<file path="src/hdl/vector_norm_limit_projection_macros.svh">
// Assertion macros shared by the vector norm limit projection RTL.
`ifndef VECTOR_NORM_LIMIT_PROJECTION_MACROS_SVH
`define VECTOR_NORM_LIMIT_PROJECTION_MACROS_SVH

// same-cycle implication
`define VNLP_ASSERT_IMP(lbl, clk_s, rst_s, ante, cons, msg) \
  lbl: assert property (@(posedge clk_s) disable iff (!rst_s) (ante) |-> (cons)) else $error(msg);

// next-cycle implication
`define VNLP_ASSERT_NXT(lbl, clk_s, rst_s, ante, cons, msg) \
  lbl: assert property (@(posedge clk_s) disable iff (!rst_s) (ante) |=> (cons)) else $error(msg);

`endif

</file>
<file path="src/hdl/vnlp_pkg.sv">
`timescale 1ns / 1ps
package vnlp_pkg;

  localparam int FRAC = 16;
  localparam int SCALE_W = FRAC + 1;

  localparam logic [1:0] REG_CLIP_MODE   = 2'd0;
  localparam logic [1:0] REG_LIMIT       = 2'd1;
  localparam logic [1:0] REG_CHECK_LIMIT = 2'd2;

  typedef struct packed {
    logic en;
    logic vld;
  } pipe_ctl_t;

endpackage

</file>
<file path="src/hdl/vnlp_isqrt.sv">
`timescale 1ns / 1ps
`include "vector_norm_limit_projection_macros.svh"
module vnlp_isqrt #(
  parameter int RW = 24,
  parameter int SW = 1
) (
  input  logic                clk,
  input  logic                rst_n,
  input  vnlp_pkg::pipe_ctl_t ctl_i,
  input  logic [2*RW-1:0]     rad_i,
  input  logic [SW-1:0]       side_i,
  output logic [RW-1:0]       root_o,
  output logic [SW-1:0]       side_o,
  output logic                vld_o
);

  logic [2*RW-1:0] rad_r  [RW+1];
  logic [RW+1:0]   rem_r  [RW+1];
  logic [RW-1:0]   root_r [RW+1];
  logic [SW-1:0]   side_r [RW+1];
  logic            vld_r  [RW+1];

  always_ff @(posedge clk) begin
    if (!rst_n) begin
      vld_r[0] <= 1'b0;
    end else if (ctl_i.en) begin
      vld_r[0] <= ctl_i.vld;
    end
  end

  always_ff @(posedge clk) begin
    if (ctl_i.en) begin
      rad_r[0]  <= rad_i;
      rem_r[0]  <= '0;
      root_r[0] <= '0;
      side_r[0] <= side_i;
    end
  end

  for (genvar k = 0; k < RW; k++) begin : g_step
    logic [RW+1:0] rem_t;
    logic [RW+1:0] trial;
    logic          ge;

    assign rem_t = {rem_r[k][RW-1:0], rad_r[k][2*RW-1 -: 2]};
    assign trial = {root_r[k], 2'b01};
    assign ge    = (rem_t >= trial);

    always_ff @(posedge clk) begin
      if (!rst_n) begin
        vld_r[k+1] <= 1'b0;
      end else if (ctl_i.en) begin
        vld_r[k+1] <= vld_r[k];
      end
    end

    always_ff @(posedge clk) begin
      if (ctl_i.en) begin
        rad_r[k+1]  <= {rad_r[k][2*RW-3:0], 2'b00};
        rem_r[k+1]  <= ge ? (rem_t - trial) : rem_t;
        root_r[k+1] <= {root_r[k][RW-2:0], ge};
        side_r[k+1] <= side_r[k];
      end
    end
  end

  assign root_o = root_r[RW];
  assign side_o = side_r[RW];
  assign vld_o  = vld_r[RW];

  `VNLP_ASSERT_IMP(a_rem_bound, clk, rst_n, vld_o, rem_r[RW] <= {1'b0, root_o, 1'b0}, "isqrt remainder above 2*root")
  `VNLP_ASSERT_NXT(a_stall_hold, clk, rst_n, !ctl_i.en, $stable(vld_o) && $stable(root_o), "isqrt moved during stall")

endmodule

</file>
<file path="config.mk">
export PLATFORM = sky130hd
export DESIGN_NAME = vnlp_isqrt
export DESIGN_NICKNAME = d
export VERILOG_FILES = /design/src/hdl/vnlp_pkg.sv /design/src/hdl/vnlp_isqrt.sv
export VERILOG_INCLUDE_DIRS = /design/src /design/src/hdl
export SDC_FILE = /design/constraint.sdc
export NUM_CORES = 2
export LEC_CHECK = 0
export BUFFER_PORTS_ARGS = -buffer_cell sky130_fd_sc_hd__buf_2
export CAP_MARGIN = 10
export CORE_MARGIN = 3
export CORE_UTILIZATION = 36
export DETAILED_ROUTE_END_ITERATION = 8
export SLEW_MARGIN = 10
export SYNTH_ARGS = -nofsm -noshare
export SYNTH_HDL_FRONTEND = slang
export SYNTH_SLANG_ARGS = --single-unit
</file>
<file path="constraint.sdc">
create_clock -name clk -period 4.1 [get_ports clk]
set_clock_uncertainty 0.15 [all_clocks]
set_input_delay 0.205 -clock clk [delete_from_list [all_inputs] [get_ports clk]]
set_output_delay 0.205 -clock clk [all_outputs]
set_load 0.05 [all_outputs]
</file>
==> results.py <==
metrics = {
    "status": {
        "outcome": "completed",
    },
    "synthesis": {
        "yosys_register_bits": 1472,
        "synthArstFlopShare_pct": 0,
        "yosys_warnings": 0,
        "syn-mean-instance-area_um2": 13.3,
        "syn-num-nets": 5403,
        "synth.distinct_cells": 82,
        "yosysSeqAreaShare_pct": 66.2,
        "synth-edff-count": 1471,
        "syn_area_um2": 66800,
        "synthCells": 5025,
        "synth_ff_type": "edfxtp_1",
    },
    "sta": {
        "finalSetupViolCount": 0,
        "drv_slew": 0,
        "rsz0062_at_grt": "false",
        "fmax_mhz": 270,
        "fin_crit_ns": 3.70,
        "fin_crit_sh_pct": 90.2,
        "relSlewSlack_pct": 27.1,
        "worstMarginPinSlew_ns": 1.09,
        "hold_viol": 0,
        "fin_tns_setup_ns": 0,
    },
    "routing": {
        "ant_nets": 0,
        "wire_per_inst_um": 15.4,
        "wl_met2_um": 59500,
        "wl_met1_um": 53300,
        "drt-vias-per-instance": 4.89,
        "drt_wl_total_um": 122000,
        "dr.pass1.iters": 5,
        "wl_met3_um": 5000,
        "drc_errors": 0,
        "drt_iter0_drc": 2507,
        "vias": 38748,
        "top_layer_used": "met4",
    },
    "placement": {
        "placed_cells": 7540,
        "portBuffers": 78,
        "dp.final_hpwl_um": 84600,
        "routabilityCongestion": 0.898,
    },
    "worst_setup_path": {
        "cp-start-kind": "flip-flop",
        "critical_path_peak_fanout": 5,
        "critPathLaunch": "rem_r[0][56]",
        "cp_data_arrival_time_ns": 4.07,
        "cpPeakStageDelay_ns": 0.58,
        "worstSetupEndpointType": "flip-flop",
        "r2r_start": "rem_r[0][56]",
        "path_cells": "or4_1 > or3_4 > o311ai_2 > nor4b_1 > or4_4 > or3_4 > or4_4 > xnor2_1",
        "crit_type": "flip-flop to flip-flop",
        "cp_slowest_cell": "or4_1",
        "cp.required_ns": 4.47,
    },
    "clocking": {
        "h-tree-depth": 4,
        "path_clk_slew_ns": 0.06,
        "tritoncts": "yes",
        "clk-insertion-delay-late_ns": 0.79,
        "cts_buffers": 162,
        "clock_path_buffers": 3,
        "cts_sinks": 1472,
        "root_buffer": "clkbuf_16",
        "post_cts_buffers": 0,
    },
    "global_route": {
        "grt_pass1_vias": 38152,
        "overflow": 0,
        "grt_pass1_wl_um": 197000,
        "grt_max_degree": 176,
        "antenna_found_initial": 0,
        "grtUsageTotal_pct": 12.6,
    },
    "final_layout": {
        "layout_commonest_cell": "edfxtp_1",
        "antenna_cells": 0,
        "drive_above_1_share_pct": 8.14,
        "fillers": 16671,
        "final_cell_mix": "edfxtp_1 (1,471), inv_1 (407), nand2_1 (353), ha_1 (325), a21oi_1 (273)",
        "stdcell_count": 7929,
        "nets": 5720,
        "area_growth_pct": 14.9,
    },
    "min_path": {
        "min_path_type": "flip-flop to flip-flop",
        "worstHoldStart": "rad_r[2][184]",
    },
    "die": {
        "core-area_um2": 184000,
        "boundaryPins": 79,
        "die_x_um": 437,
        "dieArea_um2": 191000,
        "rows": 157,
        "start_util_pct": 36.3,
        "die_h_um": 437,
    },
    "pwr": {
        "p_per_area_nw_per_um2": 530,
        "vdd_drop_max_mv": 0.422,
        "power.total_uw": 40700,
        "power.leakage_uw": 0.0291,
    },
    "run": {
        "cap_violations": 0,
    },
}
==> kinds of logic after synthesis <==
kind of cell,count (synthesis),share of synthesized area (%)
multiplexers,56,0.922
AND/OR/NAND/NOR,1278,9.56
other,1,0.00562
XOR/XNOR,419,5.50
AO/OA/AOI/OAI,957,8.81
buffers and inverters,517,2.91
adder cells (fa/ha/maj),325,6.09
flip-flops,1472,66.2
==> synthesized netlist by cell type, drive strengths merged (53+ instances only) <==
master,n,area (um^2)
a21o,104,781
a21oi,274,1370
clkbuf,97,364
edfxtp,1471,44200
ha,325,4070
inv,412,1550
nand2,353,1330
nand3,94,470
nor2,266,998
nor3,117,586
nor4,53,332
o21ai,284,1420
or3,57,367
xnor2,212,1860
xor2,207,1810
==> stage by stage <==
| step | util, % | hold WS (ns) | setup slack (ns) | area, um^2 |
|---|---|---|---|---|
| floorplan | - | 0.154 | 0.443 | 66800 |
| global placement | 38.4 | 0.232 | 0.448 | 70600 |
| detailed placement | 38.4 | 0.233 | 0.435 | 70600 |
| CTS | 41.7 | 0.189 | 0.424 | 76700 |
| global route | 41.7 | 0.251 | 0.215 | 76700 |
| finish | 41.7 | 0.247 | 0.401 | 76700 |
==> flip-flops by register name (all words and copies together), names as in the netlist <==
signal	count
vld_r	25
side_r	25
root_r	300
rem_r	522
rad_r	600
==> what timing repair did <==
action,in CTS,in global routing
hold endpoints to repair,228,0
resized for setup,0,0
hold buffers,102,0
==> report_power, final <==
part | internal [uW] | leakage [uW] | switching (uW) | total, uW
clock network | 7870 | 0.00245 | 5820 | 13700
registers | 18800 | 0.0141 | 967 | 19800
logic | 3100 | 0.0125 | 4080 | 7170
total | 29800 | 0.0291 | 10900 | 40700
==> critical path: cells and delay by family (launching register included) <==
family                    cells  cell delay, ns
AOI/OAI and AO/OA             1            0.32
and+or+nand+nor               6            2.38
xor gates and xnor gates      1            0.14
DFF                           1            0.45
==> worst paths after layout <==
kind,endpoint,slack (ns),cells after the start
worst max-delay path,rem_r[0][95],0.40,8
worst min register to register,rad_r[2][234],0.25,0
worst min-delay path,rad_r[2][234],0.25,0
worst max register to register,rem_r[0][95],0.40,8
==> area by class of cell <==
class | instances | area (um^2) | share of cell area (%)
inverter | 412 | 1550 | 2.02
clock inverter | 88 | 823 | 1.07
tap | 2464 | 3080 | 4.02
sequential | 1472 | 44200 | 57.6
timing repair buffer | 258 | 2140 | 2.79
clock buffer | 199 | 4220 | 5.51
multi-input combinational | 3036 | 20700 | 27.0
==> layer usage <==
metal  vias to the layer above  track usage [%]
li1                      19229                -
met1                     18478             15.7
met2                       776             21.6
met3                       265             2.34
met4                         0             4.77
met5                         -                0
Power figures use the tool's default switching activity.
