===== src/hdl/vector_norm_limit_projection_macros.svh =====
// Assertion macros shared by the vector norm limit projection RTL.
`ifndef VECTOR_NORM_LIMIT_PROJECTION_MACROS_SVH
`define VECTOR_NORM_LIMIT_PROJECTION_MACROS_SVH

// same-cycle implication
`define VNLP_ASSERT_IMP(lbl, clk_s, rst_s, ante, cons, msg) \
  lbl: assert property (@(posedge clk_s) disable iff (!rst_s) (ante) |-> (cons)) else $error(msg);

// next-cycle implication
`define VNLP_ASSERT_NXT(lbl, clk_s, rst_s, ante, cons, msg) \
  lbl: assert property (@(posedge clk_s) disable iff (!rst_s) (ante) |=> (cons)) else $error(msg);

`endif


===== src/hdl/vnlp_pkg.sv =====
`timescale 1ns / 1ps
package vnlp_pkg;

  localparam int FRAC = 16;
  localparam int SCALE_W = FRAC + 1;

  localparam logic [1:0] REG_CLIP_MODE   = 2'd0;
  localparam logic [1:0] REG_LIMIT       = 2'd1;
  localparam logic [1:0] REG_CHECK_LIMIT = 2'd2;

  typedef struct packed {
    logic en;
    logic vld;
  } pipe_ctl_t;

endpackage


===== src/hdl/vnlp_div.sv =====
`timescale 1ns / 1ps
`include "vector_norm_limit_projection_macros.svh"
module vnlp_div #(
  parameter int DW = 39,
  parameter int VW = 24,
  parameter int QW = 17,
  parameter int SW = 1
) (
  input  logic                clk,
  input  logic                rst_n,
  input  vnlp_pkg::pipe_ctl_t ctl_i,
  input  logic [DW-1:0]       dvd_i,
  input  logic [VW-1:0]       dvs_i,
  input  logic [SW-1:0]       side_i,
  output logic [QW-1:0]       quo_o,
  output logic [SW-1:0]       side_o,
  output logic                vld_o
);

  localparam int RMW = VW + 1;

  logic [RMW-1:0] rem_r  [QW+1];
  logic [QW-1:0]  low_r  [QW+1];
  logic [VW-1:0]  dvs_r  [QW+1];
  logic [QW-1:0]  quo_r  [QW+1];
  logic [SW-1:0]  side_r [QW+1];
  logic           vld_r  [QW+1];

  always_ff @(posedge clk) begin
    if (!rst_n) begin
      vld_r[0] <= 1'b0;
    end else if (ctl_i.en) begin
      vld_r[0] <= ctl_i.vld;
    end
  end

  always_ff @(posedge clk) begin
    if (ctl_i.en) begin
      rem_r[0]  <= RMW'(dvd_i[DW-1:QW]);
      low_r[0]  <= dvd_i[QW-1:0];
      dvs_r[0]  <= dvs_i;
      quo_r[0]  <= '0;
      side_r[0] <= side_i;
    end
  end

  for (genvar k = 0; k < QW; k++) begin : g_step
    logic [RMW-1:0] rem_t;
    logic           ge;

    assign rem_t = {rem_r[k][VW-1:0], low_r[k][QW-1]};
    assign ge    = (rem_t >= {1'b0, dvs_r[k]});

    always_ff @(posedge clk) begin
      if (!rst_n) begin
        vld_r[k+1] <= 1'b0;
      end else if (ctl_i.en) begin
        vld_r[k+1] <= vld_r[k];
      end
    end

    always_ff @(posedge clk) begin
      if (ctl_i.en) begin
        rem_r[k+1]  <= ge ? (rem_t - {1'b0, dvs_r[k]}) : rem_t;
        low_r[k+1]  <= {low_r[k][QW-2:0], 1'b0};
        dvs_r[k+1]  <= dvs_r[k];
        quo_r[k+1]  <= {quo_r[k][QW-2:0], ge};
        side_r[k+1] <= side_r[k];
      end
    end
  end

  assign quo_o  = quo_r[QW];
  assign side_o = side_r[QW];
  assign vld_o  = vld_r[QW];

  `VNLP_ASSERT_NXT(a_stall_hold, clk, rst_n, !ctl_i.en, $stable(vld_o) && $stable(quo_o), "divider moved during stall")

endmodule


===== config.mk =====
export PLATFORM = sky130hd
export DESIGN_NAME = vnlp_div
export DESIGN_NICKNAME = d
export VERILOG_FILES = /design/src/hdl/vnlp_pkg.sv /design/src/hdl/vnlp_div.sv
export VERILOG_INCLUDE_DIRS = /design/src /design/src/hdl
export SDC_FILE = /design/constraint.sdc
export NUM_CORES = 2
export LEC_CHECK = 0
export ABC_AREA = 1
export BUFFER_PORTS_ARGS = -buffer_cell sky130_fd_sc_hd__buf_4
export CORE_MARGIN = 3
export CORE_UTILIZATION = 45
export DETAILED_ROUTE_END_ITERATION = 10
export HOLD_SLACK_MARGIN = 0.03
export SLEW_MARGIN = 25
export SYNTH_ARGS = -nofsm -noshare
export SYNTH_HDL_FRONTEND = slang
export SYNTH_SLANG_ARGS = --single-unit

===== constraint.sdc =====
create_clock -name clk -period 1.8 [get_ports clk]
set_input_delay 0.45 -clock clk [delete_from_list [all_inputs] [get_ports clk]]
set_output_delay 0.45 -clock clk [all_outputs]
set_load 0.05 [all_outputs]

==> results.md <==
* Status: finished, violations left
* Violated checks: negative setup slack
* Max clock buf depth at 3
* Reg2reg end: rem_r[3][19]
* # IOs at 87
* Clock latency on the worst-skew pair at 0.79 ns
* CP max-delay cell: edfxtp_1
* Commonest non-fill, non-tap cells in the layout: 2,830 x nand2_1, 2,288 x buf_4, 1,552 x inv_1
* Worst setup margin at -0.415 ns
* Starting Density at 0.455
* Nets at 12,100
* Mapped Area at 72,200 sq um
* Finished Layout Cells at 13,700
* Dpl hpwl at roughly 180,000 microns
* First-pass GRT wire length at 351,000 microns
* Worst vdd ir at approximately 1.3 mV
* Mapped Cells at 9,014
* Core area at 159,000 sq um
* Via count at 66,900
* Critical-path maximum fanout at 7
* Worst hold-check path type: in2reg
* DR vias/cell at 4.87
* RSZ-0062 raised after global routing: true
* Initial antenna violation count at 3
* Main flop type after synthesis: edfxtp_1
* Final Setup Violations at about 410
* Final hold vios at 0
* Slew margin rel. at 0.639
* Hold_sp: dvd_i[28]
* CP Class: reg2reg
* Share of post-route cells with drive strength above 1 at 0.384
* Mapped Nets at 9,505
* DRC viols at 0
* Cells on worst reg2reg path at 13
* Power Density at 1550 nW/um^2
* Number of buffers created by CTS at 135
* Pleak at 0.0537 uW
* Die ar. at 165,000 sq um
* Number of synthesized register bits at 1,156
* Ys Warns at 0
* Pwr Total at 168,000 uW
* Die W at 407 microns
* Syn_area_per_cell at about 8.0 sq um
* Clock Sinks at 1,156
* Site Rows at ~150
* Routed Wire Length at 236,000 microns
* Post-layout min period at 2.22 ns
* Worst-Margin Slew at 0.536 ns
* Peak per-stage delay on the critical path at 0.49 ns
* Hold Path Stages at 2
* Crit path DAT at 2.76 ns
* FMAX at 451 MHz
* Register-to-register setup slack at -0.42 ns
* Startpoint types: flop
* Height of the die at 407 microns
* Crit-path cells: ha_4, nand2_1, nand2_2, inv_1, nand2_1, nand2_1, nand3_4, nand3_4, nand3_4, buf_12, buf_12, nand2_2, nand2_2
* Global-route usage over all layers at 0.274
* Largest net degree at the start of global routing at 75
* Post-route ant nets at 0
* WP data required at 2.34 ns
* Max_cap viols at 0
* Commonest non-fill, non-tap cell in the layout: nand2_1
* CP Buf/Inv Count at 3
* CTS tree: done
* CP top delay family: simple AND/OR/NAND/NOR gates
* Placed insts at 13,000
* TritonRoute pass-1 iters at 6
* CP endpoint kind: flop
* Root Buffer: clkbuf_16
* Area delta synth->final at 50.2%
* Number of synthesized flops with an enable pin at roughly 1,200
* Vias in the first global route at about 64,000
* DRT iter0 DRCs at around 5,000
* Post-synth ARST share at 0
* Reg2reg start: rem_r[2][3]
* Final period util at 1.23
* Slew Limit Fails at 0
* Critical path origin: rem_r[2][3]
* Ant diodes at 0
* Grt total ovfl at 0
* Number of port buffers at 86
* Clk slew on worst S/H paths at about 0.060 ns
* Hold EP: rem_r[0][11]
* Final Skew at 0.0277 ns
* Post-synthesis sequential area ratio at 0.480
* Distinct cell type count after synthesis at 35
* Routability Congestion at 0.941
* Number of H-tree levels at 4
* Average wire per standard cell at ~17 microns
==> sequential cells by signal (all words and copies together) (netlist names) <==
register,count
dvs_r,408
side_r,18
quo_r,153
rem_r,406
low_r,153
vld_r,18
==> cell families after synthesis <==
kind of cell	share of synthesized area
simple gates	0.297
buf+inv	0.109
flops	0.480
fa+ha+maj	0.0749
compound gates	0.0178
xor+xnor	0.0205
==> metrics by stage <==
step / instance area [sq um] / setup TNS, ns / setup WS [ns] / utilization / hold slack (ns)
2_1_floorplan: 77700 / -20.67 / -0.0744 / - / 0.400
3_3_place_gp: 95000 / -133.88 / -0.456 / 0.598 / 0.400
3_5_place_dp: 95000 / -139.25 / -0.507 / 0.598 / 0.405
4_1_cts: 102000 / -122.30 / -0.379 / 0.644 / 0.316
5_1_grt: 108000 / -167.18 / -0.514 / 0.682 / 0.337
6_report: 108000 / -129.76 / -0.415 / 0.682 / 0.380
==> worst max path at each step <==
stage / endpoint / slack, ns / cells after the start
after floorplan: rem_r[5][20] / -0.07 / 9
final: rem_r[3][19] / -0.42 / 13
after global placement: rem_r[4][20] / -0.46 / 10
after detailed placement: rem_r[4][20] / -0.51 / 10
after global routing: rem_r[7][16] / -0.51 / 10
after CTS: rem_r[13][9] / -0.38 / 10
==> routing by layer <==
metal,track usage,wire [microns]
met1,0.358,102000
met5,0,0
met3,0.0288,10300
met4,0.0861,8170
met2,0.476,115000
==> Yosys cell counts (3+ instances only) <==
| cell type | number | area share |
|---|---|---|
| nand2_1 | 3511 | 0.18 |
| inv_1 | 1868 | 0.097 |
| edfxtp_1 | 1155 | 0.48 |
| nand4_1 | 481 | 0.042 |
| nor2_1 | 476 | 0.025 |
| ha_1 | 407 | 0.070 |
| nand3_1 | 401 | 0.028 |
| a21oi_1 | 169 | 0.012 |
| xor2_1 | 152 | 0.018 |
| buf_2 | 74 | 0.0051 |
| nor3_1 | 38 | 0.0026 |
| buf_6 | 32 | 0.0050 |
| nor2_2 | 29 | 0.0025 |
| nand3b_1 | 27 | 0.0028 |
| clkbuf_1 | 23 | 0.0012 |
| nand3_2 | 23 | 0.0032 |
| xnor2_1 | 17 | 0.0021 |
| fa_1 | 16 | 0.0044 |
| a21oi_4 | 15 | 0.0034 |
| o21a_1 | 15 | 0.0016 |
| inv_2 | 13 | 0.00068 |
| nand3_4 | 12 | 0.0029 |
| nand4_2 | 12 | 0.0021 |
| nor3_2 | 10 | 0.0014 |
| nor3_4 | 9 | 0.0020 |
| o21ai_0 | 9 | 0.00062 |
| and2_1 | 8 | 0.00069 |
| a21o_1 | 3 | 0.00031 |
| clkinv_1 | 3 | 0.00016 |
==> area by class of cell <==
cell class | count | area, sq um
Sequential cell | 1156 | 34700
Clock inverter | 92 | 981
Clock buffer | 156 | 3520
Fill cell | 12800 | 50500
Multi-Input combinational cell | 5846 | 38500
Inverter | 1884 | 7080
Timing Repair Buffer | 2540 | 21100
Tap cell | 2072 | 2590
==> timing repair <==
| action | in CTS | in global routing |
|---|---|---|
| hold endpoints to repair | 72 | 0 |
| resized for setup | 315 | 1025 |
| setup buffers | 130 | 301 |
| pin swaps | 159 | 446 |
| gates cloned | 10 | 33 |
| hold buffers | 67 | 0 |
| setup endpoints to repair | 420 | 420 |
==> power by group <==
part | switching, uW | internal, uW
combinational | 50400 | 46700
sequential | 5540 | 37700
clock | 11600 | 16000
total | 67600 | 100000
No activity file was read; power rests on OpenSTA's default activity.
